File: config.mk
export PLATFORM = sky130hd
export DESIGN_NAME = htach_ctrl
export DESIGN_NICKNAME = d
export VERILOG_FILES = /design/src/rtl/htach_pkg.sv /design/src/rtl/htach_ctrl.sv
export VERILOG_INCLUDE_DIRS = /design/src /design/src/rtl
export SDC_FILE = /design/constraint.sdc
export NUM_CORES = 1
export LEC_CHECK = 0
export BUFFER_PORTS_ARGS = -buffer_cell sky130_fd_sc_hd__clkbuf_2
export CAP_MARGIN = 5
export CORE_AREA = 4 4 41 43
export CTS_CLUSTER_DIAMETER = 60
export DETAILED_ROUTE_END_ITERATION = 6
export DIE_AREA = 0 0 45 47
export GPL_TIMING_DRIVEN = 0
export PLACE_DENSITY = 0.72
export SLEW_MARGIN = 20
export SYNTH_ARGS = -nofsm -noshare
export SYNTH_HDL_FRONTEND = slang
export SYNTH_SLANG_ARGS = --single-unit
File: constraint.sdc
create_clock -name clock -period 1.2 [get_ports clock]
set_input_delay 0.06 -clock clock [delete_from_list [all_inputs] [get_ports clock]]
set_output_delay 0.06 -clock clock [all_outputs]
set_load 0.1 [all_outputs]
File: src/rtl/hall_tachometer_with_glitch_reject_assert.svh
// Assertion macros used by the tachometer controller.
`ifndef HALL_TACHOMETER_WITH_GLITCH_REJECT_ASSERT_SVH
`define HALL_TACHOMETER_WITH_GLITCH_REJECT_ASSERT_SVH

// Same-cycle implication, disabled during reset.
`define HTACH_ASSERT_IMP(name, clk, rst, ante, cons, msg) \
   name: assert property (@(posedge clk) disable iff (rst) (ante) |-> (cons)) \
      else $error(msg);

// Next-cycle implication, disabled during reset.
`define HTACH_ASSERT_NXT(name, clk, rst, ante, cons, msg) \
   name: assert property (@(posedge clk) disable iff (rst) (ante) |=> (cons)) \
      else $error(msg);

`endif

File: src/rtl/htach_pkg.sv
// Package: shared types and constants of the hall tachometer.
`timescale 1ns / 1ps
package htach_pkg;

   localparam int TS_W      = 32;
   localparam int STALL_W   = 32;
   localparam int PPR_W     = 8;
   localparam int SCALE_W   = 40;
   localparam int RATIO_W   = 4;
   localparam int RPM_W     = 16;
   localparam int ANGLE_W   = 9;
   localparam int STATUS_W  = 3;
   localparam int PERIOD_W  = 32;
   localparam int OP_W      = 2;

   localparam int ADDR_W    = 6;
   localparam int DATA_W    = 64;
   localparam int REG_IDX_W = 3;

   localparam int DIV_W     = 40;
   localparam int DSR_W     = 32;
   localparam int STEP_W    = 6;

   localparam int MOD_STEPS  = 9;
   localparam int ANG_STEPS  = 17;
   localparam int RPM_STEPS  = 40;
   localparam int GEAR_STEPS = 16;

   localparam int DEGREES     = 360;
   localparam int GLITCH_NUM  = 6;
   localparam int GLITCH_DEN  = 10;
   localparam logic [RPM_W-1:0] RPM_MAX = 16'hFFFF;
   localparam logic [PERIOD_W-1:0] NO_PERIOD = 32'hFFFF_FFFF;

   localparam logic [STALL_W-1:0] STALL_LIMIT_RST = 32'd80000000;
   localparam logic [PPR_W-1:0]   HALL_PPR_RST    = 8'd12;
   localparam logic [PPR_W-1:0]   GEAR_PPR_RST    = 8'd54;
   localparam logic [SCALE_W-1:0] RPM_SCALE_RST   = 40'd4800000000;
   localparam logic [RATIO_W-1:0] GEAR_RATIO_RST  = 4'd6;

   localparam logic [REG_IDX_W-1:0] REG_STALL_LIMIT = 3'd0;
   localparam logic [REG_IDX_W-1:0] REG_HALL_PPR    = 3'd1;
   localparam logic [REG_IDX_W-1:0] REG_GEAR_PPR    = 3'd2;
   localparam logic [REG_IDX_W-1:0] REG_RPM_SCALE   = 3'd3;
   localparam logic [REG_IDX_W-1:0] REG_GEAR_RATIO  = 3'd4;

   localparam logic [STATUS_W-1:0] ST_PRIMED      = 3'd0;
   localparam logic [STATUS_W-1:0] ST_GLITCH      = 3'd1;
   localparam logic [STATUS_W-1:0] ST_EDGE_STALL  = 3'd2;
   localparam logic [STATUS_W-1:0] ST_PULSE       = 3'd3;
   localparam logic [STATUS_W-1:0] ST_REVOLUTION  = 3'd4;
   localparam logic [STATUS_W-1:0] ST_CHECK_IDLE  = 3'd5;
   localparam logic [STATUS_W-1:0] ST_CHECK_OK    = 3'd6;
   localparam logic [STATUS_W-1:0] ST_CHECK_STALL = 3'd7;

   localparam logic CMD_EDGE  = 1'b0;
   localparam logic CMD_CHECK = 1'b1;

   localparam logic [OP_W-1:0] OP_MOD  = 2'd0;
   localparam logic [OP_W-1:0] OP_ANG  = 2'd1;
   localparam logic [OP_W-1:0] OP_RPM  = 2'd2;
   localparam logic [OP_W-1:0] OP_GEAR = 2'd3;

   typedef struct packed {
      logic [STALL_W-1:0] stall_limit;
      logic [PPR_W-1:0]   hall_pulses_per_rev;
      logic [PPR_W-1:0]   gear_pulses_per_rev;
      logic [SCALE_W-1:0] rpm_scale;
      logic [RATIO_W-1:0] gear_ratio;
   } htach_cfg_type;

   typedef struct packed {
      logic            load_item;
      logic            eval;
      logic            div_start;
      logic [OP_W-1:0] div_op;
      logic            out_load;
   } htach_cmd_type;

   typedef struct packed {
      logic good_edge;
      logic rev;
      logic div_busy;
      logic div_done;
      logic slot_free;
   } htach_sts_type;

   typedef struct packed {
      logic [STATUS_W-1:0] status;
      logic [RPM_W-1:0]    motor_rpm;
      logic [RPM_W-1:0]    gear_rpm;
      logic [PPR_W-1:0]    gear_pulse_index;
      logic [ANGLE_W-1:0]  gear_angle;
      logic [PERIOD_W-1:0] revolution_period;
   } htach_rsp_type;

endpackage

File: src/rtl/htach_ctrl.sv
// Controller: sequences evaluation, divisions and the result word.
`timescale 1ns / 1ps
`include "hall_tachometer_with_glitch_reject_assert.svh"
module htach_ctrl import htach_pkg::*; (
   input  logic          clock,
   input  logic          reset,
   input  logic          req_valid,
   output logic          req_ready,
   input  htach_sts_type sts,
   output htach_cmd_type cmd
);

   localparam logic [3:0] S_IDLE   = 4'd0;
   localparam logic [3:0] S_EVAL   = 4'd1;
   localparam logic [3:0] S_MOD    = 4'd2;
   localparam logic [3:0] S_MOD_W  = 4'd3;
   localparam logic [3:0] S_ANG    = 4'd4;
   localparam logic [3:0] S_ANG_W  = 4'd5;
   localparam logic [3:0] S_RPM    = 4'd6;
   localparam logic [3:0] S_RPM_W  = 4'd7;
   localparam logic [3:0] S_GEAR   = 4'd8;
   localparam logic [3:0] S_GEAR_W = 4'd9;
   localparam logic [3:0] S_OUT    = 4'd10;

   logic [3:0] state_ff, state_in;

   always_comb begin
      state_in      = state_ff;
      req_ready     = 1'b0;
      cmd.load_item = 1'b0;
      cmd.eval      = 1'b0;
      cmd.div_start = 1'b0;
      cmd.div_op    = OP_MOD;
      cmd.out_load  = 1'b0;
      case (state_ff)
         S_IDLE: begin
            req_ready = 1'b1;
            if (req_valid) begin
               cmd.load_item = 1'b1;
               state_in      = S_EVAL;
            end
         end
         S_EVAL: begin
            cmd.eval = 1'b1;
            state_in = sts.good_edge ? S_MOD : S_OUT;
         end
         S_MOD: begin
            cmd.div_start = 1'b1;
            cmd.div_op    = OP_MOD;
            state_in      = S_MOD_W;
         end
         S_MOD_W: begin
            if (sts.div_done) begin
               state_in = S_ANG;
            end
         end
         S_ANG: begin
            cmd.div_start = 1'b1;
            cmd.div_op    = OP_ANG;
            state_in      = S_ANG_W;
         end
         S_ANG_W: begin
            if (sts.div_done) begin
               state_in = sts.rev ? S_RPM : S_OUT;
            end
         end
         S_RPM: begin
            cmd.div_start = 1'b1;
            cmd.div_op    = OP_RPM;
            state_in      = S_RPM_W;
         end
         S_RPM_W: begin
            if (sts.div_done) begin
               state_in = S_GEAR;
            end
         end
         S_GEAR: begin
            cmd.div_start = 1'b1;
            cmd.div_op    = OP_GEAR;
            state_in      = S_GEAR_W;
         end
         S_GEAR_W: begin
            if (sts.div_done) begin
               state_in = S_OUT;
            end
         end
         S_OUT: begin
            if (sts.slot_free) begin
               cmd.out_load = 1'b1;
               state_in     = S_IDLE;
            end
         end
         default: state_in = S_IDLE;
      endcase
   end

   always_ff @(posedge clock) begin
      if (reset) begin
         state_ff <= S_IDLE;
      end else begin
         state_ff <= state_in;
      end
   end

   `HTACH_ASSERT_IMP(a_div_start_idle, clock, reset, cmd.div_start, !sts.div_busy, "divider started while busy")
   `HTACH_ASSERT_IMP(a_out_slot_free, clock, reset, cmd.out_load, sts.slot_free, "result word overwritten")
   `HTACH_ASSERT_NXT(a_accept_eval, clock, reset, req_valid && req_ready, state_ff == S_EVAL, "accepted word not evaluated")

endmodule

==> reports/results.ini <==
[logic_synthesis]
synth_adder_area_share_pct=0
synth_area_leaders=dfxtp_1, buf_6, a21oi_1
synthMuxAreaShare_pct=7.88
synth-xor-area-share_pct=3.80
ys_types=31
synth_ff_type=dfxtp_1
synthCells=53
synth_edf_count=0
async_flop_share_pct=0
synth_top_family_by_area=simple AND/OR/NAND/NOR gates
synthTopCellsByCount=a21oi_1, dfxtp_1, buf_6, nor2_1, nor3_1
syn_avg_cell_area_um2=8.69
synthesis.area_um2=460
synth_nets=61
yosysSeqAreaShare_pct=17.4
synth-seq-cells=4
synth_top_area_share_pct=17.4
synthSimpleGateAreaFrac_pct=41.8
synth_top_cell_by_area=dfxtp_1
ys_warn_count=0
synth_compound_area_share_pct=18.8

[clocking]
cts_root_buf=clkbuf_4
cts_hold_buf=0
cts-htree-levels=1
clkTransAtPathRegs_ns=0.03
cts_buffer_depth=2
clock_latency_ns=0.24
numCtsBuffers=3
numClockSinks=4
cts_tree=built

[floorplan]
ios=15
rows=13
die_h_um=47
core_um2=1300
dieArea_um2=2120
fp.dieW_um=45
start_util_pct=35.4

[route]
totalWireLength_um=1570
ant_nets=0
wl_per_cell_um=16.3
firstDrtPassIters=4
post-route-drc-count=0
vias=514
vias_per_cell=5.35
drt_iter0_markers=8

[critical_path]
r2r_end=state_ff[3]$_SDFFE_PP0P_
r2r_start=state_ff[1]$_SDFFE_PP0P_
crit_arrival_ns=1.43
crit_start=state_ff[1]$_SDFFE_PP0P_
reg2reg_slack_ns=-0.27
worstSetupPathType=flip-flop to primary output
rr_worst_depth=6
worst_setup_path_start_kind=flip-flop
worstPathMaxFanout=8
worst_ep_required_time_ns=1.14
endpoint=cmd[3]
cp-end-kind=primary output

[final_layout]
top_regs=state_ff (4)
design_area_um2=988
post_route_cells_drive_above_1_share_pct=74.1
area_growth_pct=115
final_nets=91
nFillCells=91
regMostFlops=state_ff
largest_reg_flops=4
antennaDiodeCount=0

[global_route]
grt_pass1_vias=530
grt_usage_pct=16.6
antenna_found_initial=0
grt_pass1_wl_um=2500
grt_max_degree=10
gr-total-overflow=0

[timing]
min_period_over_period_pct=124
setup_slack_ns=-0.294
setup_viol=11
whs_ns=0.0844
hold_violations=0
rsz0062_at_grt=true
final.min_clock_period_ns=1.49
slew_headroom_pct=78.7
fmax_mhz=669
tightest_slew_ns=0.317
clock_skew_ns=0.00938
slew_violations=0

[placement]
hpwl_um=840
gp_congestion=0.808
dpl_cell_area_um2=632
port_buffers=13

[hold_path]
hp-class=primary input to flip-flop

[status]
violations=setup timing
status=finished with violations

[run]
drv_cap=0

-- layout make-up --
type / instances / area [um^2] / share of cell area [%]
Buffer: 4 / 67.6 / 6.84
Clock buffer: 3 / 22.5 / 2.28
Multi-Input combinational cell: 43 / 455 / 46.1
Sequential cell: 4 / 90.1 / 9.11
Tap cell: 15 / 18.8 / 1.90
Timing Repair Buffer: 27 / 334 / 33.8
-- layout by cell type (no fill, tap or decap), drive strengths merged, types with 3 or more instances in the layout --
cell    count
buf        17
clkbuf     17
a21oi       4
dfxtp       4
nor2        3
nor3        3
nand2       3
o21ai       3
nor3b       3
-- kinds of logic (layout without fill, tap and decap cells) --
kind of cell / after synthesis / count (layout)
AND/OR/NAND/NOR: 27 / 27
AO/OA/AOI/OAI: 11 / 11
buffers and inverters: 6 / 34
flip-flops: 4 / 4
multiplexers: 3 / 3
XOR/XNOR: 2 / 2
-- timing repair --
| action | 4_1_cts | 5_1_grt |
|---|---|---|
| hold endpoints to repair | 0 | 0 |
| setup buffers | 11 | 3 |
| setup endpoints to repair | 11 | 11 |
| pin swaps | 5 | 8 |
| resized for setup | 34 | 9 |
-- layer usage --
layer | share of wire, % | track usage (%) | wire length (um) | vias up
li1 | - | - | - | 246
met1 | 41 | 17.8 | 640 | 250
met2 | 54 | 31.1 | 851 | 16
met3 | 3.8 | 3.83 | 59 | 2
met4 | 1.1 | 7.02 | 18 | 0
met5 | 0 | 0 | 0 | -
-- how the worst min path moves through the flow --
| stage | start | to | slack [ns] | depth (start not counted) |
|---|---|---|---|---|
| finish | reset | state_ff[1]$_SDFFE_PP0P_ | 0.08 | 2 |
| global route | reset | state_ff[1]$_SDFFE_PP0P_ | 0.09 | 2 |
| detailed placement | reset | state_ff[1]$_SDFFE_PP0P_ | 0.34 | 2 |
| CTS | reset | state_ff[1]$_SDFFE_PP0P_ | 0.08 | 2 |
| floorplan | reset | state_ff[1]$_SDFFE_PP0P_ | 0.13 | 1 |
| global placement | reset | state_ff[1]$_SDFFE_PP0P_ | 0.33 | 2 |
-- critical path, stage by stage, from the launching register on --
cell,delay (ns)
dfxtp_4,0.37
or2_0,0.22
buf_6,0.15
xnor2_4,0.14
nor2_4,0.12
clkbuf_16,0.20
-- stage by stage --
stage,std cells,setup WS [ns],setup TNS [ns],utilization [%]
after CTS,94,-0.297,-2.43,71.4
final,96,-0.294,-2.34,76.0
after detailed placement,81,-0.337,-2.25,48.6
after floorplan,53,-0.446,-1.78,-
after global routing,96,-0.355,-2.89,76.0
after global placement,81,-0.332,-2.18,48.6
Power is not shown: default switching activity piles up to over one toggle a cycle in this logic, so the estimate is an artifact.
