<file path="config.mk">
export PLATFORM = sky130hd
export DESIGN_NAME = htach_csr
export DESIGN_NICKNAME = d
export VERILOG_FILES = /design/src/rtl/hall_tachometer_with_glitch_reject_assert.svh /design/src/rtl/htach_pkg.sv /design/src/rtl/htach_csr.sv
export SDC_FILE = /design/constraint.sdc
export NUM_CORES = 1
export LEC_CHECK = 0
export BUFFER_PORTS_ARGS = -buffer_cell sky130_fd_sc_hd__buf_2
export CORE_AREA = 2 2 104 96
export CTS_CLUSTER_SIZE = 14
export DETAILED_ROUTE_END_ITERATION = 6
export DIE_AREA = 0 0 106 98
export GPL_TIMING_DRIVEN = 1
export PLACE_DENSITY_LB_ADDON = 0.12
export SETUP_SLACK_MARGIN = 0.4
export SYNTH_ARGS = -nofsm -noshare
export SYNTH_HDL_FRONTEND = slang
export SYNTH_SLANG_ARGS = --single-unit
</file>
<file path="constraint.sdc">
create_clock -name clock -period 2.63 [get_ports clock]
set_input_delay 0.263 -clock clock [delete_from_list [all_inputs] [get_ports clock]]
set_output_delay 0.263 -clock clock [all_outputs]
set_load 0.01 [all_outputs]
</file>
<file path="src/rtl/hall_tachometer_with_glitch_reject_assert.svh">
// Assertion macros used by the tachometer controller.
`ifndef HALL_TACHOMETER_WITH_GLITCH_REJECT_ASSERT_SVH
`define HALL_TACHOMETER_WITH_GLITCH_REJECT_ASSERT_SVH

// Same-cycle implication, disabled during reset.
`define HTACH_ASSERT_IMP(name, clk, rst, ante, cons, msg) \
   name: assert property (@(posedge clk) disable iff (rst) (ante) |-> (cons)) \
      else $error(msg);

// Next-cycle implication, disabled during reset.
`define HTACH_ASSERT_NXT(name, clk, rst, ante, cons, msg) \
   name: assert property (@(posedge clk) disable iff (rst) (ante) |=> (cons)) \
      else $error(msg);

`endif

</file>
<file path="src/rtl/htach_pkg.sv">
// Package: shared types and constants of the hall tachometer.
`timescale 1ns / 1ps
package htach_pkg;

   localparam int TS_W      = 32;
   localparam int STALL_W   = 32;
   localparam int PPR_W     = 8;
   localparam int SCALE_W   = 40;
   localparam int RATIO_W   = 4;
   localparam int RPM_W     = 16;
   localparam int ANGLE_W   = 9;
   localparam int STATUS_W  = 3;
   localparam int PERIOD_W  = 32;
   localparam int OP_W      = 2;

   localparam int ADDR_W    = 6;
   localparam int DATA_W    = 64;
   localparam int REG_IDX_W = 3;

   localparam int DIV_W     = 40;
   localparam int DSR_W     = 32;
   localparam int STEP_W    = 6;

   localparam int MOD_STEPS  = 9;
   localparam int ANG_STEPS  = 17;
   localparam int RPM_STEPS  = 40;
   localparam int GEAR_STEPS = 16;

   localparam int DEGREES     = 360;
   localparam int GLITCH_NUM  = 6;
   localparam int GLITCH_DEN  = 10;
   localparam logic [RPM_W-1:0] RPM_MAX = 16'hFFFF;
   localparam logic [PERIOD_W-1:0] NO_PERIOD = 32'hFFFF_FFFF;

   localparam logic [STALL_W-1:0] STALL_LIMIT_RST = 32'd80000000;
   localparam logic [PPR_W-1:0]   HALL_PPR_RST    = 8'd12;
   localparam logic [PPR_W-1:0]   GEAR_PPR_RST    = 8'd54;
   localparam logic [SCALE_W-1:0] RPM_SCALE_RST   = 40'd4800000000;
   localparam logic [RATIO_W-1:0] GEAR_RATIO_RST  = 4'd6;

   localparam logic [REG_IDX_W-1:0] REG_STALL_LIMIT = 3'd0;
   localparam logic [REG_IDX_W-1:0] REG_HALL_PPR    = 3'd1;
   localparam logic [REG_IDX_W-1:0] REG_GEAR_PPR    = 3'd2;
   localparam logic [REG_IDX_W-1:0] REG_RPM_SCALE   = 3'd3;
   localparam logic [REG_IDX_W-1:0] REG_GEAR_RATIO  = 3'd4;

   localparam logic [STATUS_W-1:0] ST_PRIMED      = 3'd0;
   localparam logic [STATUS_W-1:0] ST_GLITCH      = 3'd1;
   localparam logic [STATUS_W-1:0] ST_EDGE_STALL  = 3'd2;
   localparam logic [STATUS_W-1:0] ST_PULSE       = 3'd3;
   localparam logic [STATUS_W-1:0] ST_REVOLUTION  = 3'd4;
   localparam logic [STATUS_W-1:0] ST_CHECK_IDLE  = 3'd5;
   localparam logic [STATUS_W-1:0] ST_CHECK_OK    = 3'd6;
   localparam logic [STATUS_W-1:0] ST_CHECK_STALL = 3'd7;

   localparam logic CMD_EDGE  = 1'b0;
   localparam logic CMD_CHECK = 1'b1;

   localparam logic [OP_W-1:0] OP_MOD  = 2'd0;
   localparam logic [OP_W-1:0] OP_ANG  = 2'd1;
   localparam logic [OP_W-1:0] OP_RPM  = 2'd2;
   localparam logic [OP_W-1:0] OP_GEAR = 2'd3;

   typedef struct packed {
      logic [STALL_W-1:0] stall_limit;
      logic [PPR_W-1:0]   hall_pulses_per_rev;
      logic [PPR_W-1:0]   gear_pulses_per_rev;
      logic [SCALE_W-1:0] rpm_scale;
      logic [RATIO_W-1:0] gear_ratio;
   } htach_cfg_type;

   typedef struct packed {
      logic            load_item;
      logic            eval;
      logic            div_start;
      logic [OP_W-1:0] div_op;
      logic            out_load;
   } htach_cmd_type;

   typedef struct packed {
      logic good_edge;
      logic rev;
      logic div_busy;
      logic div_done;
      logic slot_free;
   } htach_sts_type;

   typedef struct packed {
      logic [STATUS_W-1:0] status;
      logic [RPM_W-1:0]    motor_rpm;
      logic [RPM_W-1:0]    gear_rpm;
      logic [PPR_W-1:0]    gear_pulse_index;
      logic [ANGLE_W-1:0]  gear_angle;
      logic [PERIOD_W-1:0] revolution_period;
   } htach_rsp_type;

endpackage

</file>
<file path="src/rtl/htach_csr.sv">
// Configuration registers behind the APB-style port.
`timescale 1ns / 1ps
module htach_csr import htach_pkg::*; (
   input  logic              clock,
   input  logic              reset,
   input  logic              psel,
   input  logic              penable,
   input  logic              pwrite,
   input  logic [ADDR_W-1:0] paddr,
   input  logic [DATA_W-1:0] pwdata,
   output logic [DATA_W-1:0] prdata,
   output logic              pready,
   output htach_cfg_type     cfg
);

   htach_cfg_type        cfg_ff, cfg_in;
   logic                 wr_en;
   logic [REG_IDX_W-1:0] idx;

   assign pready = 1'b1;
   assign wr_en  = psel && penable && pwrite && pready;
   assign idx    = paddr[ADDR_W-1:ADDR_W-REG_IDX_W];
   assign cfg    = cfg_ff;

   always_comb begin
      cfg_in = cfg_ff;
      if (wr_en) begin
         case (idx)
            REG_STALL_LIMIT: cfg_in.stall_limit         = pwdata[STALL_W-1:0];
            REG_HALL_PPR:    cfg_in.hall_pulses_per_rev = pwdata[PPR_W-1:0];
            REG_GEAR_PPR:    cfg_in.gear_pulses_per_rev = pwdata[PPR_W-1:0];
            REG_RPM_SCALE:   cfg_in.rpm_scale           = pwdata[SCALE_W-1:0];
            REG_GEAR_RATIO:  cfg_in.gear_ratio          = pwdata[RATIO_W-1:0];
            default:         cfg_in = cfg_ff;
         endcase
      end
   end

   always_comb begin
      case (idx)
         REG_STALL_LIMIT: prdata = DATA_W'(cfg_ff.stall_limit);
         REG_HALL_PPR:    prdata = DATA_W'(cfg_ff.hall_pulses_per_rev);
         REG_GEAR_PPR:    prdata = DATA_W'(cfg_ff.gear_pulses_per_rev);
         REG_RPM_SCALE:   prdata = DATA_W'(cfg_ff.rpm_scale);
         REG_GEAR_RATIO:  prdata = DATA_W'(cfg_ff.gear_ratio);
         default:         prdata = '0;
      endcase
   end

   always_ff @(posedge clock) begin
      if (reset) begin
         cfg_ff.stall_limit         <= STALL_LIMIT_RST;
         cfg_ff.hall_pulses_per_rev <= HALL_PPR_RST;
         cfg_ff.gear_pulses_per_rev <= GEAR_PPR_RST;
         cfg_ff.rpm_scale           <= RPM_SCALE_RST;
         cfg_ff.gear_ratio          <= GEAR_RATIO_RST;
      end else begin
         cfg_ff <= cfg_in;
      end
   end

endmodule

</file>
==> qor.txt <==
status -> finished, final reports clean
Sw Pwr -> 0.685 mW
Netlist Area Pre-Place -> 4580 um2
register area share after synthesis -> 0.402
htree depth -> 3
largest net degree at the start of global routing -> 103
CP Max Fanout -> 32
top cells by area, synth -> dfxtp_1, mux2i_1, nand2b_1
reg2reg start -> cfg[8]
CTS root buf -> clkbuf_8
Antenna Nets Post-Route -> 0
GRT Total Usage -> 0.232
Multi-input gate area -> 2440 um2
Hold EP -> cfg[38]
Max Clock Skew -> 0 ns
Worst Tran Pin Value -> 0.853 ns
Max Clk Rate -> 0.514 GHz
WL final -> 12.2 mm
IO Pins -> 232
Clock power frac -> 0.342
clock sink count -> 92
final slew viol count -> 0
sequential share of power -> 0.549
Gate Count Post-Synth -> 496
critical path endpoint category -> primary output
dpl hpwl -> 8.48 mm
relative slew slack -> 0.432
synthesis-stage register bit count -> 92
reg2reg setup slack -> 1.76 ns
Synth top area share -> 0.402
post-route clock period utilization -> 0.740
cell-internal power -> 1.88 mW
total CTS buffers -> 9
combinational share of power -> 0.109
startpoint types -> input pin
Final min period -> 1.95 ns
Worst-Skew Late Latency -> 0.35 ns
hold buffers post-CTS -> 0
VDD IR max -> 0.294 mV
Reg2Reg Depth -> 3
R2R Path End -> cfg[8]
Cell variety after synth -> 31
drt first pass iters -> 5
Final TNS setup -> 0 ns
Die X -> 106 um
cell mode on critical path -> buf_2
max FFs per register -> 92
layout net count -> 729
grt ovf -> 0
fillcell total -> 910
CP Class -> input pin to primary output
Hold Path Depth -> 3
Resized cells post-CTS -> 0
initial antenna violation count -> 0
Critical Path RT -> 2.37 ns
syn_area_per_cell -> 9.23 um2
setup bufs post-CTS -> 0
endpoints failing setup -> 0
Cell Pwr Density -> 458 nW/um2
# rows -> 34
DRC Markers -> 0
deepest clock path buffer count -> 2
Clock Pin Slew Worst Setup and Hold Paths -> 0.09 ns
HP Start -> pwdata[34]
DP Worst Slack -> 0.491 ns
Syn-to-layout area delta -> 22.3%
Die H -> 98 um
core area -> 9400 um2
overall via count from detail_route -> 4092
Worst path slowest cell -> buf_2
maximum capacitance violations -> 0
share of layout cells above drive strength 1 -> 0.335
RSZ-0062 raised after global routing -> false
Syn. warnings -> 0
switch share -> 0.267
Initial Util -> 0.487
FF/Latch Area -> 1840 um2
critical path arrival -> 1.68 ns
Final WS setup -> 0.683 ns
Yosys top cell by area -> dfxtp_1
CP cell instances -> buf_2 -> nand2_1 -> nor2_2 -> buf_4 -> a22o_1 -> buf_2
routability-driven placement congestion ratio -> 0.758
max incr delay on CP -> 0.48 ns
initial drt markers -> 135
Pleak -> 2.63 nW
TritonCTS clock tree -> done
DIE AREA -> 10400 um2
PortBufs -> 179
final hold violation count -> 0
Worst Hold Class -> input pin to flip-flop
vias in the first global route -> 3836
Avg WL per Cell -> 15.6 um
vias per cell -> 5.21
# diodes -> 0
first-pass GRT wire length -> 19.3 mm
cell usage after synthesis:
cell       instances
nand3b_2           1
buf_2             19
conb_1             2
nand3b_4           1
o2bb2ai_1          4
nor2_4             2
nand3_1            8
buf_4             31
buf_6              1
nor3_1             2
and3_1             1
mux2i_1           64
clkbuf_1          16
nand2_4            1
a22o_1            24
and2_1             8
nand4_1           12
a21oi_1           18
nor2_1            47
nand2b_1          48
nand4b_4           1
o31ai_1            6
o21ai_1            3
nor3b_2            2
and4b_1            1
nor2b_1           23
o21a_1             4
o21ai_0           49
mux4_2             4
dfxtp_1           92
nand2_1            1
cell families after synthesis:
kind of cell | share of synthesized area
and+or+nand+nor | 0.203
AOI/OAI and AO/OA | 0.146
other | 0.00164
DFF | 0.402
buffers and inverters | 0.0872
muxes | 0.160
worst max-delay path, delay by kind of cell:
kind                   cells  cell delay (ns)
buffers and inverters      3             0.94
AOI/OAI and AO/OA          1             0.19
and+or+nand+nor            2             0.28
worst max path at each step:
stage	start	end	slack, ns
6_report	paddr[4]	prdata[26]	0.68
4_1_cts	paddr[3]	prdata[28]	0.66
2_1_floorplan	paddr[3]	prdata[12]	1.26
5_1_grt	paddr[3]	prdata[14]	0.53
3_5_place_dp	paddr[3]	cfg[8]	0.49
3_3_place_gp	paddr[3]	cfg[18]	0.62
through the flow:
| step | hold WS, ns | cell area [um2] | std cells | total power, mW | util |
|---|---|---|---|---|---|
| after floorplan | 0.411 | 4670 | 519 | 1.65 | - |
| after global placement | 0.469 | 5430 | 769 | 1.72 | 0.577 |
| after detailed placement | 0.474 | 5430 | 769 | 1.72 | 0.577 |
| after CTS | 0.155 | 5600 | 785 | 2.59 | 0.596 |
| after global routing | 0.164 | 5600 | 785 | 2.68 | 0.596 |
| final | 0.163 | 5600 | 785 | 2.57 | 0.596 |
layer usage:
metal	routed length [um]	global-route usage	vias up
met5	0	0	-
met4	159	0.0648	0
met3	752	0.0421	11
met2	5970	0.395	148
met1	5330	0.302	1936
li1	-	-	1997
layout by cell type, fill, tap and decap left out, types with 2 or more instances in the layout:
cell,synthesis,routed
a21oi_1,18,18
a22o_1,24,24
and2_1,8,8
buf_2,19,178
buf_4,31,13
clkbuf_8,0,10
clkinv_2,0,2
clkinv_4,0,2
conb_1,2,25
dfxtp_1,92,92
mux2i_1,64,64
mux4_2,4,4
nand2b_1,48,48
nand3_1,8,8
nand4_1,12,12
nor2_1,47,46
nor2_4,2,2
nor2b_1,23,23
nor3_2,0,2
nor3b_2,2,2
o21a_1,4,4
o21ai_0,49,49
o21ai_1,3,3
o2bb2ai_1,4,4
o31ai_1,6,6
layout make-up:
cell class,count,share of cell area
clock inverters,5,0.00648
multi-input cells,360,0.435
repair buffers,191,0.176
well taps,126,0.0281
flip-flops and latches,92,0.329
clock buffers,11,0.0252
power groups by stage:
stage | combinational (mW) | clock [mW] | sequential [mW]
finish | 0.279 | 0.879 | 1.41
detailed placement | 0.280 | 0 | 1.44
global placement | 0.274 | 0 | 1.44
floorplan | 0.202 | 0 | 1.45
global route | 0.307 | 0.956 | 1.41
CTS | 0.280 | 0.901 | 1.41
No activity file was read; power rests on OpenSTA's default activity.
