$ cat src/rtl/hall_tachometer_with_glitch_reject_assert.svh
// Assertion macros used by the tachometer controller.
`ifndef HALL_TACHOMETER_WITH_GLITCH_REJECT_ASSERT_SVH
`define HALL_TACHOMETER_WITH_GLITCH_REJECT_ASSERT_SVH

// Same-cycle implication, disabled during reset.
`define HTACH_ASSERT_IMP(name, clk, rst, ante, cons, msg) \
   name: assert property (@(posedge clk) disable iff (rst) (ante) |-> (cons)) \
      else $error(msg);

// Next-cycle implication, disabled during reset.
`define HTACH_ASSERT_NXT(name, clk, rst, ante, cons, msg) \
   name: assert property (@(posedge clk) disable iff (rst) (ante) |=> (cons)) \
      else $error(msg);

`endif

$ cat src/rtl/htach_pkg.sv
// Package: shared types and constants of the hall tachometer.
`timescale 1ns / 1ps
package htach_pkg;

   localparam int TS_W      = 32;
   localparam int STALL_W   = 32;
   localparam int PPR_W     = 8;
   localparam int SCALE_W   = 40;
   localparam int RATIO_W   = 4;
   localparam int RPM_W     = 16;
   localparam int ANGLE_W   = 9;
   localparam int STATUS_W  = 3;
   localparam int PERIOD_W  = 32;
   localparam int OP_W      = 2;

   localparam int ADDR_W    = 6;
   localparam int DATA_W    = 64;
   localparam int REG_IDX_W = 3;

   localparam int DIV_W     = 40;
   localparam int DSR_W     = 32;
   localparam int STEP_W    = 6;

   localparam int MOD_STEPS  = 9;
   localparam int ANG_STEPS  = 17;
   localparam int RPM_STEPS  = 40;
   localparam int GEAR_STEPS = 16;

   localparam int DEGREES     = 360;
   localparam int GLITCH_NUM  = 6;
   localparam int GLITCH_DEN  = 10;
   localparam logic [RPM_W-1:0] RPM_MAX = 16'hFFFF;
   localparam logic [PERIOD_W-1:0] NO_PERIOD = 32'hFFFF_FFFF;

   localparam logic [STALL_W-1:0] STALL_LIMIT_RST = 32'd80000000;
   localparam logic [PPR_W-1:0]   HALL_PPR_RST    = 8'd12;
   localparam logic [PPR_W-1:0]   GEAR_PPR_RST    = 8'd54;
   localparam logic [SCALE_W-1:0] RPM_SCALE_RST   = 40'd4800000000;
   localparam logic [RATIO_W-1:0] GEAR_RATIO_RST  = 4'd6;

   localparam logic [REG_IDX_W-1:0] REG_STALL_LIMIT = 3'd0;
   localparam logic [REG_IDX_W-1:0] REG_HALL_PPR    = 3'd1;
   localparam logic [REG_IDX_W-1:0] REG_GEAR_PPR    = 3'd2;
   localparam logic [REG_IDX_W-1:0] REG_RPM_SCALE   = 3'd3;
   localparam logic [REG_IDX_W-1:0] REG_GEAR_RATIO  = 3'd4;

   localparam logic [STATUS_W-1:0] ST_PRIMED      = 3'd0;
   localparam logic [STATUS_W-1:0] ST_GLITCH      = 3'd1;
   localparam logic [STATUS_W-1:0] ST_EDGE_STALL  = 3'd2;
   localparam logic [STATUS_W-1:0] ST_PULSE       = 3'd3;
   localparam logic [STATUS_W-1:0] ST_REVOLUTION  = 3'd4;
   localparam logic [STATUS_W-1:0] ST_CHECK_IDLE  = 3'd5;
   localparam logic [STATUS_W-1:0] ST_CHECK_OK    = 3'd6;
   localparam logic [STATUS_W-1:0] ST_CHECK_STALL = 3'd7;

   localparam logic CMD_EDGE  = 1'b0;
   localparam logic CMD_CHECK = 1'b1;

   localparam logic [OP_W-1:0] OP_MOD  = 2'd0;
   localparam logic [OP_W-1:0] OP_ANG  = 2'd1;
   localparam logic [OP_W-1:0] OP_RPM  = 2'd2;
   localparam logic [OP_W-1:0] OP_GEAR = 2'd3;

   typedef struct packed {
      logic [STALL_W-1:0] stall_limit;
      logic [PPR_W-1:0]   hall_pulses_per_rev;
      logic [PPR_W-1:0]   gear_pulses_per_rev;
      logic [SCALE_W-1:0] rpm_scale;
      logic [RATIO_W-1:0] gear_ratio;
   } htach_cfg_type;

   typedef struct packed {
      logic            load_item;
      logic            eval;
      logic            div_start;
      logic [OP_W-1:0] div_op;
      logic            out_load;
   } htach_cmd_type;

   typedef struct packed {
      logic good_edge;
      logic rev;
      logic div_busy;
      logic div_done;
      logic slot_free;
   } htach_sts_type;

   typedef struct packed {
      logic [STATUS_W-1:0] status;
      logic [RPM_W-1:0]    motor_rpm;
      logic [RPM_W-1:0]    gear_rpm;
      logic [PPR_W-1:0]    gear_pulse_index;
      logic [ANGLE_W-1:0]  gear_angle;
      logic [PERIOD_W-1:0] revolution_period;
   } htach_rsp_type;

endpackage

$ cat src/rtl/htach_div.sv
// Restoring divider, one quotient bit per cycle, shared by all divisions.
`timescale 1ns / 1ps
module htach_div import htach_pkg::*; (
   input  logic              clock,
   input  logic              reset,
   input  logic              start,
   input  logic [DIV_W-1:0]  dividend,
   input  logic [DSR_W-1:0]  divisor,
   input  logic [STEP_W-1:0] steps,
   output logic              busy,
   output logic              done,
   output logic [DIV_W-1:0]  quotient,
   output logic [DSR_W-1:0]  remainder
);

   logic              busy_ff, busy_in;
   logic              done_ff, done_in;
   logic [STEP_W-1:0] cnt_ff, cnt_in;
   logic [DIV_W-1:0]  dvd_ff, dvd_in;
   logic [DIV_W-1:0]  quo_ff, quo_in;
   logic [DSR_W-1:0]  rem_ff, rem_in;
   logic [DSR_W-1:0]  dsr_ff, dsr_in;
   logic [DSR_W:0]    trial;
   logic              fits;

   assign trial = {rem_ff, dvd_ff[DIV_W-1]};
   assign fits  = trial >= {1'b0, dsr_ff};

   always_comb begin
      busy_in = busy_ff;
      done_in = 1'b0;
      cnt_in  = cnt_ff;
      dvd_in  = dvd_ff;
      quo_in  = quo_ff;
      rem_in  = rem_ff;
      dsr_in  = dsr_ff;
      if (start) begin
         busy_in = 1'b1;
         cnt_in  = steps;
         dvd_in  = dividend;
         quo_in  = '0;
         rem_in  = '0;
         dsr_in  = divisor;
      end else if (busy_ff) begin
         dvd_in = {dvd_ff[DIV_W-2:0], 1'b0};
         quo_in = {quo_ff[DIV_W-2:0], fits};
         rem_in = fits ? DSR_W'(trial - {1'b0, dsr_ff}) : trial[DSR_W-1:0];
         cnt_in = cnt_ff - STEP_W'(1);
         if (cnt_ff == STEP_W'(1)) begin
            busy_in = 1'b0;
            done_in = 1'b1;
         end
      end
   end

   always_ff @(posedge clock) begin
      if (reset) begin
         busy_ff <= 1'b0;
         done_ff <= 1'b0;
         cnt_ff  <= '0;
      end else begin
         busy_ff <= busy_in;
         done_ff <= done_in;
         cnt_ff  <= cnt_in;
      end
   end

   always_ff @(posedge clock) begin
      dvd_ff <= dvd_in;
      quo_ff <= quo_in;
      rem_ff <= rem_in;
      dsr_ff <= dsr_in;
   end

   assign busy      = busy_ff;
   assign done      = done_ff;
   assign quotient  = quo_ff;
   assign remainder = rem_ff;

endmodule

$ cat src/rtl/htach_dp.sv
// Datapath: tachometer state, period checks, divider operands and result register.
`timescale 1ns / 1ps
module htach_dp import htach_pkg::*; #(
   parameter int TIMESTAMP_BITS = 32
) (
   input  logic            clock,
   input  logic            reset,
   input  htach_cfg_type   cfg,
   input  htach_cmd_type   cmd,
   output htach_sts_type   sts,
   input  logic            req_command,
   input  logic [TS_W-1:0] req_timestamp,
   output logic            rsp_valid,
   input  logic            rsp_ready,
   output htach_rsp_type   rsp_word
);

   localparam int TB = TIMESTAMP_BITS;
   localparam int NW = (TB < TS_W) ? TB : TS_W;
   localparam int DW = (TB > STALL_W) ? TB : STALL_W;
   localparam int GW = DW + 4;

   logic                cmd_ff;
   logic [TB-1:0]       now_ff;
   logic [TB-1:0]       prev_ff, prev_in;
   logic                primed_ff, primed_in;
   logic [PERIOD_W-1:0] lg_ff, lg_in;
   logic                lgv_ff, lgv_in;
   logic [PERIOD_W-1:0] sum_ff, sum_in;
   logic [PPR_W-1:0]    pc_ff, pc_in;
   logic [PPR_W-1:0]    gc_ff, gc_in;
   logic [RPM_W-1:0]    rpm_ff, rpm_in;
   logic [RPM_W-1:0]    grpm_ff, grpm_in;
   logic [ANGLE_W-1:0]  angle_ff, angle_in;
   logic [PERIOD_W-1:0] revp_ff, revp_in;
   logic [STATUS_W-1:0] status_ff, status_in;
   logic                rev_ff, rev_in;
   logic [OP_W-1:0]     op_ff;
   logic                rsp_valid_ff, rsp_valid_in;
   htach_rsp_type       out_ff;

   logic [TB-1:0]       delta;
   logic [DW-1:0]       delta_w;
   logic                over_limit;
   logic                glitch;
   logic [PERIOD_W:0]   sum_wide;
   logic [PERIOD_W-1:0] sum_next;
   logic [PPR_W-1:0]    pc_inc;
   logic [PPR_W-1:0]    hppr_eff;
   logic [PPR_W-1:0]    gppr_eff;
   logic [RATIO_W-1:0]  ratio_eff;
   logic                good_edge;
   logic [ANG_STEPS-1:0] ang_prod;

   logic [DIV_W-1:0]    div_dividend;
   logic [DSR_W-1:0]    div_divisor;
   logic [STEP_W-1:0]   div_steps;
   logic                div_busy, div_done;
   logic [DIV_W-1:0]    div_quo;
   logic [DSR_W-1:0]    div_rem;

   assign delta      = prev_ff - now_ff;
   assign delta_w    = DW'(delta);
   assign over_limit = delta_w > DW'(cfg.stall_limit);
   // delta < floor(6 * last / 10)  <=>  10 * delta + 10 <= 6 * last
   assign glitch     = lgv_ff && ((GW'(delta_w) * GW'(GLITCH_DEN) + GW'(GLITCH_DEN))
                                  <= (GW'(lg_ff) * GW'(GLITCH_NUM)));
   assign sum_wide   = {1'b0, sum_ff} + {1'b0, delta_w[PERIOD_W-1:0]};
   assign sum_next   = sum_wide[PERIOD_W] ? NO_PERIOD : sum_wide[PERIOD_W-1:0];
   assign pc_inc     = pc_ff + PPR_W'(1);
   assign hppr_eff   = (cfg.hall_pulses_per_rev == '0) ? PPR_W'(1) : cfg.hall_pulses_per_rev;
   assign gppr_eff   = (cfg.gear_pulses_per_rev == '0) ? PPR_W'(1) : cfg.gear_pulses_per_rev;
   assign ratio_eff  = (cfg.gear_ratio == '0) ? RATIO_W'(1) : cfg.gear_ratio;
   assign good_edge  = (cmd_ff == CMD_EDGE) && primed_ff && !glitch && !over_limit;
   assign ang_prod   = ANG_STEPS'(gc_ff) * ANG_STEPS'(DEGREES);

   always_comb begin
      case (cmd.div_op)
         OP_MOD: begin
            div_dividend = {MOD_STEPS'(gc_ff) + MOD_STEPS'(1), (DIV_W - MOD_STEPS)'(0)};
            div_divisor  = DSR_W'(gppr_eff);
            div_steps    = STEP_W'(MOD_STEPS);
         end
         OP_ANG: begin
            div_dividend = {ang_prod, (DIV_W - ANG_STEPS)'(0)};
            div_divisor  = DSR_W'(gppr_eff);
            div_steps    = STEP_W'(ANG_STEPS);
         end
         OP_RPM: begin
            div_dividend = DIV_W'(cfg.rpm_scale);
            div_divisor  = sum_ff;
            div_steps    = STEP_W'(RPM_STEPS);
         end
         default: begin
            div_dividend = {rpm_ff, (DIV_W - GEAR_STEPS)'(0)};
            div_divisor  = DSR_W'(ratio_eff);
            div_steps    = STEP_W'(GEAR_STEPS);
         end
      endcase
   end

   htach_div u_div (
      .clock     (clock),
      .reset     (reset),
      .start     (cmd.div_start),
      .dividend  (div_dividend),
      .divisor   (div_divisor),
      .steps     (div_steps),
      .busy      (div_busy),
      .done      (div_done),
      .quotient  (div_quo),
      .remainder (div_rem)
   );

   always_comb begin
      prev_in   = prev_ff;
      primed_in = primed_ff;
      lg_in     = lg_ff;
      lgv_in    = lgv_ff;
      sum_in    = sum_ff;
      pc_in     = pc_ff;
      gc_in     = gc_ff;
      rpm_in    = rpm_ff;
      grpm_in   = grpm_ff;
      angle_in  = angle_ff;
      revp_in   = revp_ff;
      status_in = status_ff;
      rev_in    = rev_ff;
      if (cmd.eval) begin
         if (cmd_ff == CMD_EDGE) begin
            if (!primed_ff) begin
               prev_in   = now_ff;
               primed_in = 1'b1;
               status_in = ST_PRIMED;
            end else if (glitch) begin
               status_in = ST_GLITCH;
            end else if (over_limit) begin
               prev_in   = now_ff;
               rpm_in    = '0;
               sum_in    = '0;
               pc_in     = '0;
               lg_in     = NO_PERIOD;
               lgv_in    = 1'b0;
               status_in = ST_EDGE_STALL;
            end else begin
               prev_in   = now_ff;
               lg_in     = delta_w[PERIOD_W-1:0];
               lgv_in    = 1'b1;
               sum_in    = sum_next;
               pc_in     = pc_inc;
               rev_in    = pc_inc >= hppr_eff;
               status_in = (pc_inc >= hppr_eff) ? ST_REVOLUTION : ST_PULSE;
            end
         end else begin
            if (!primed_ff) begin
               status_in = ST_CHECK_IDLE;
            end else if (over_limit) begin
               rpm_in    = '0;
               grpm_in   = '0;
               revp_in   = '0;
               primed_in = 1'b0;
               sum_in    = '0;
               pc_in     = '0;
               status_in = ST_CHECK_STALL;
            end else begin
               status_in = ST_CHECK_OK;
            end
         end
      end else if (div_done) begin
         case (op_ff)
            OP_MOD: gc_in = div_rem[PPR_W-1:0];
            OP_ANG: angle_in = div_quo[ANGLE_W-1:0];
            OP_RPM: begin
               rpm_in  = (div_quo > DIV_W'(RPM_MAX)) ? RPM_MAX : div_quo[RPM_W-1:0];
               revp_in = sum_ff;
            end
            default: begin
               grpm_in = div_quo[RPM_W-1:0];
               sum_in  = '0;
               pc_in   = '0;
            end
         endcase
      end
   end

   always_comb begin
      rsp_valid_in = rsp_valid_ff;
      if (cmd.out_load) begin
         rsp_valid_in = 1'b1;
      end else if (rsp_ready) begin
         rsp_valid_in = 1'b0;
      end
   end

   always_ff @(posedge clock) begin
      if (reset) begin
         prev_ff      <= '0;
         primed_ff    <= 1'b0;
         lg_ff        <= NO_PERIOD;
         lgv_ff       <= 1'b0;
         sum_ff       <= '0;
         pc_ff        <= '0;
         gc_ff        <= '0;
         rpm_ff       <= '0;
         grpm_ff      <= '0;
         angle_ff     <= '0;
         revp_ff      <= '0;
         rev_ff       <= 1'b0;
         rsp_valid_ff <= 1'b0;
      end else begin
         prev_ff      <= prev_in;
         primed_ff    <= primed_in;
         lg_ff        <= lg_in;
         lgv_ff       <= lgv_in;
         sum_ff       <= sum_in;
         pc_ff        <= pc_in;
         gc_ff        <= gc_in;
         rpm_ff       <= rpm_in;
         grpm_ff      <= grpm_in;
         angle_ff     <= angle_in;
         revp_ff      <= revp_in;
         rev_ff       <= rev_in;
         rsp_valid_ff <= rsp_valid_in;
      end
   end

   always_ff @(posedge clock) begin
      status_ff <= status_in;
      if (cmd.load_item) begin
         cmd_ff <= req_command;
         now_ff <= TB'(req_timestamp[NW-1:0]);
      end
      if (cmd.div_start) begin
         op_ff <= cmd.div_op;
      end
      if (cmd.out_load) begin
         out_ff.status            <= status_ff;
         out_ff.motor_rpm         <= rpm_ff;
         out_ff.gear_rpm          <= grpm_ff;
         out_ff.gear_pulse_index  <= gc_ff;
         out_ff.gear_angle        <= angle_ff;
         out_ff.revolution_period <= revp_ff;
      end
   end

   assign sts.good_edge = good_edge;
   assign sts.rev       = rev_ff;
   assign sts.div_busy  = div_busy;
   assign sts.div_done  = div_done;
   assign sts.slot_free = !rsp_valid_ff || rsp_ready;

   assign rsp_valid = rsp_valid_ff;
   assign rsp_word  = out_ff;

endmodule

$ cat config.mk
export PLATFORM = sky130hd
export DESIGN_NAME = htach_dp
export DESIGN_NICKNAME = d
export VERILOG_FILES = /design/src/rtl/hall_tachometer_with_glitch_reject_assert.svh /design/src/rtl/htach_pkg.sv /design/src/rtl/htach_div.sv /design/src/rtl/htach_dp.sv
export SDC_FILE = /design/constraint.sdc
export NUM_CORES = 1
export LEC_CHECK = 0
export BUFFER_PORTS_ARGS = -buffer_cell sky130_fd_sc_hd__buf_2
export CAP_MARGIN = 10
export CELL_PAD_IN_SITES_DETAIL_PLACEMENT = 1
export CELL_PAD_IN_SITES_GLOBAL_PLACEMENT = 2
export CORE_MARGIN = 8
export CORE_UTILIZATION = 42
export DETAILED_ROUTE_END_ITERATION = 10
export HOLD_SLACK_MARGIN = 0.06
export PLACE_DENSITY = 0.92
export SKIP_CTS_REPAIR_TIMING = 1
export SLEW_MARGIN = 10
export SYNTH_ARGS = -nofsm -noshare
export SYNTH_HDL_FRONTEND = slang
export SYNTH_SLANG_ARGS = --single-unit
$ cat constraint.sdc
create_clock -name clock -period 22.7 [get_ports clock]
set_input_delay 3.405 -clock clock [delete_from_list [all_inputs] [get_ports clock]]
set_output_delay 3.405 -clock clock [all_outputs]
set_load 0.01 [all_outputs]
==> flow_metrics.py <==
metrics = {
    "critical_path": {
        "cp_slowest_cell": "nor4b_1",
        "crit_top_cell": "ha_1",
        "crit_type": "flop to output port",
        "required_ps": 19300,
        "worst-path-buf-inv": 3,
        "max_stage_delay_ps": 1090,
        "reg2reg_depth": 35,
        "cp_max_fo": 7,
        "cp.depth": 34,
        "r2r-start": "now_ff[0]",
        "startpoint": "now_ff[0]",
        "end_kind": "output port",
        "path_delay_family": "simple AND/OR/NAND/NOR gates",
        "critical_path_arrival_ps": 10990,
        "crit_path_start_kind": "flop",
    },
    "layout": {
        "antenna_cells": 0,
        "layout-drive-gt1-share_pct": 12.1,
        "syn_to_final_growth_pct": 12.5,
        "layout.cells.non_filler": 4314,
        "final-seq-area_um2": 11200,
        "fill_cells": 7894,
        "stdcell_area_um2": 32900,
        "layout.nets": 3760,
        "multi_input_area_um2": 16600,
    },
    "route": {
        "wirelength_mm": 89.5,
        "dr_wl_met3_mm": 2.96,
        "vias": 24300,
        "drt_iter0_drc": 1158,
        "route.met2.wl_mm": 45.1,
        "drtPass1Iterations": 5,
        "drt-met1-wl_mm": 38.5,
        "wl_per_cell_um": 20.8,
        "drc": 0,
        "via_per_inst": 5.64,
        "highest_layer": "met4",
        "final_antenna_net_count": 0,
    },
    "placement": {
        "place_ws_ps": 9010,
        "dp_cells": 4218,
        "place_area_um2": 31200,
        "gp_congestion": 0.882,
        "portBuffers": 223,
        "dp_hpwl_mm": 69.3,
    },
    "hold_path": {
        "whs_path_depth": 0,
        "hold_class": "flop to flop",
        "hold_start": "status_ff[1]",
    },
    "power": {
        "vdd_ir_drop_max_v": 0.0000525,
        "powerDensity_nw_per_um2": 84.0,
        "leakagePower_nw": 14.3,
        "finalPower_mw": 2.77,
    },
    "synthesis": {
        "syn_inst": 3174,
        "synth_seq_cells": 463,
        "synth_xor_xnor_area_share_pct": 5.88,
        "synth-edff-count": 194,
        "ys_seq_area_share_pct": 38.3,
        "synth_top_cells_by_area": "edfxtp_1 (20%), dfxtp_1 (18%), ha_1 (12%)",
        "synth_flop_cell": "dfxtp_1",
        "synthArstFlopShare_pct": 0,
        "syn_nets": 3594,
        "synthAdderAreaFrac_pct": 12.7,
        "synth_area_um2": 29300,
        "synth-simple-area-share_pct": 15.4,
        "avgSynthCellArea_um2": 9.22,
        "yosys.area.top_type": "edfxtp_1",
        "synth_mux_area_share_pct": 4.41,
        "ys_warn_count": 0,
        "synth_top_area_share_pct": 19.9,
        "synth_compound_area_share_pct": 18.3,
        "yosysMostFrequentCell": "nor2_1",
        "synth.distinct_cells": 104,
        "synth_top_family_by_area": "compound AO/OA/AOI/OAI gates",
        "synth_common_cells": "nor2_1 (324), ha_1 (271), dfxtp_1 (269), inv_1 (232), nand2_1 (216)",
    },
    "clock_network": {
        "htree_levels": 2,
        "worstSkewPairLatency_ps": 620,
        "clock-sinks": 463,
        "cts_root_buffer": "clkbuf_16",
        "cts_tree": "built",
        "clockBufferDepth": 3,
        "numCtsBuffers": 51,
        "cts.clk_slew.worst_paths_ps": 60,
    },
    "sta": {
        "fmax_mhz": 69.5,
        "period_share_pct": 63.4,
        "rsz0062_at_grt": "false",
        "setup-tns-final_ps": 0,
        "layout_setup_ws_ps": 8300,
        "finalSetupViolations": 0,
        "slew_viol_final": 0,
        "final_hold_viol_count": 0,
        "slew-limit-headroom_pct": 18.7,
        "tightestPinTransition_ps": 1200,
        "final.min_clock_period_ps": 14400,
        "finClkSkew_ps": 22.7,
    },
    "die": {
        "rows": 96,
        "core-area_um2": 68800,
        "die_h_um": 280,
        "dieWidth_um": 280,
        "die_area_um2": 78400,
        "initial_core_util_pct": 42.5,
        "io_pins": 224,
    },
    "global_route": {
        "grt_pass1_vias": 25900,
        "grt_max_degree": 101,
        "antenna_found_initial": 1,
        "grt_overflow": 0,
        "track_usage_pct": 22.1,
        "grt_pass1_wl_mm": 141,
    },
    "flow_run": {
        "max-cap-violations": 0,
    },
    "run_status": {
        "outcome": "finished clean",
    },
}
-- final timing paths --
path	to	slack (ps)
setup / recovery	sts[4]	8300
setup reg to reg	lg_ff[0]	11590
hold reg to reg	rsp_word[82]	420
hold / removal	rsp_word[82]	420
-- kinds of logic after synthesis --
family | count (synthesis)
and+or+nand+nor | 929
buffers and inverters | 362
adders and majority gates | 290
AOI/OAI and AO/OA | 825
DFF | 463
muxes | 117
xor gates and xnor gates | 188
-- power breakdown --
group / leakage, nW / total [mW] / switching (mW) / internal, mW
Sequential: 4.17 / 0.932 / 0.0275 / 0.904
Clock: 0.841 / 0.877 / 0.366 / 0.510
Combinational: 9.25 / 0.958 / 0.580 / 0.379
Total: 14.3 / 2.77 / 0.973 / 1.79
-- layer usage --
metal / track usage [%] / up-vias
li1: - / 11800
met1: 26.6 / 12000
met2: 40.4 / 424
met3: 2.82 / 143
met4: 7.47 / 0
met5: 0 / -
-- through the flow --
step / hold slack (ps) / utilization [%]
after floorplan: 400 / -
after global placement: 406 / 45.3
after detailed placement: 408 / 45.3
after CTS: 424 / 47.9
after global routing: 443 / 47.9
final: 422 / 47.9
-- cell type report --
cell class,count,area share (%)
repair buffers,242,3.86
inverters,233,2.66
multi-input cells,2349,50.5
clock buffers,67,4.15
well taps,931,3.54
flip-flops and latches,463,34.0
clock inverters,29,1.21
-- cells in the final DEF, fill, tap and decap left out, types with 94 or more instances in the layout --
cell type  instances
nor2_1           323
ha_1             271
dfxtp_1          268
inv_1            232
buf_2            220
nand2_1          216
a21oi_1          210
edfxtp_1         194
o21ai_0          161
xnor2_1          110
mux2i_1           94
-- state kept, by name, summed over array words and instances, names as in the netlist, 2 cells and up --
signal,flops
angle_ff,9
gc_ff,8
grpm_ff,16
lg_ff,32
now_ff,32
op_ff,2
pc_ff,8
prev_ff,32
revp_ff,32
rpm_ff,16
rsp_word,84
status_ff,3
sum_ff,32
u_div.cnt_ff,6
u_div.dsr_ff,32
u_div.dvd_ff,40
u_div.quotient,40
u_div.remainder,32
Note: power is estimated with default switching activity, not from simulation.
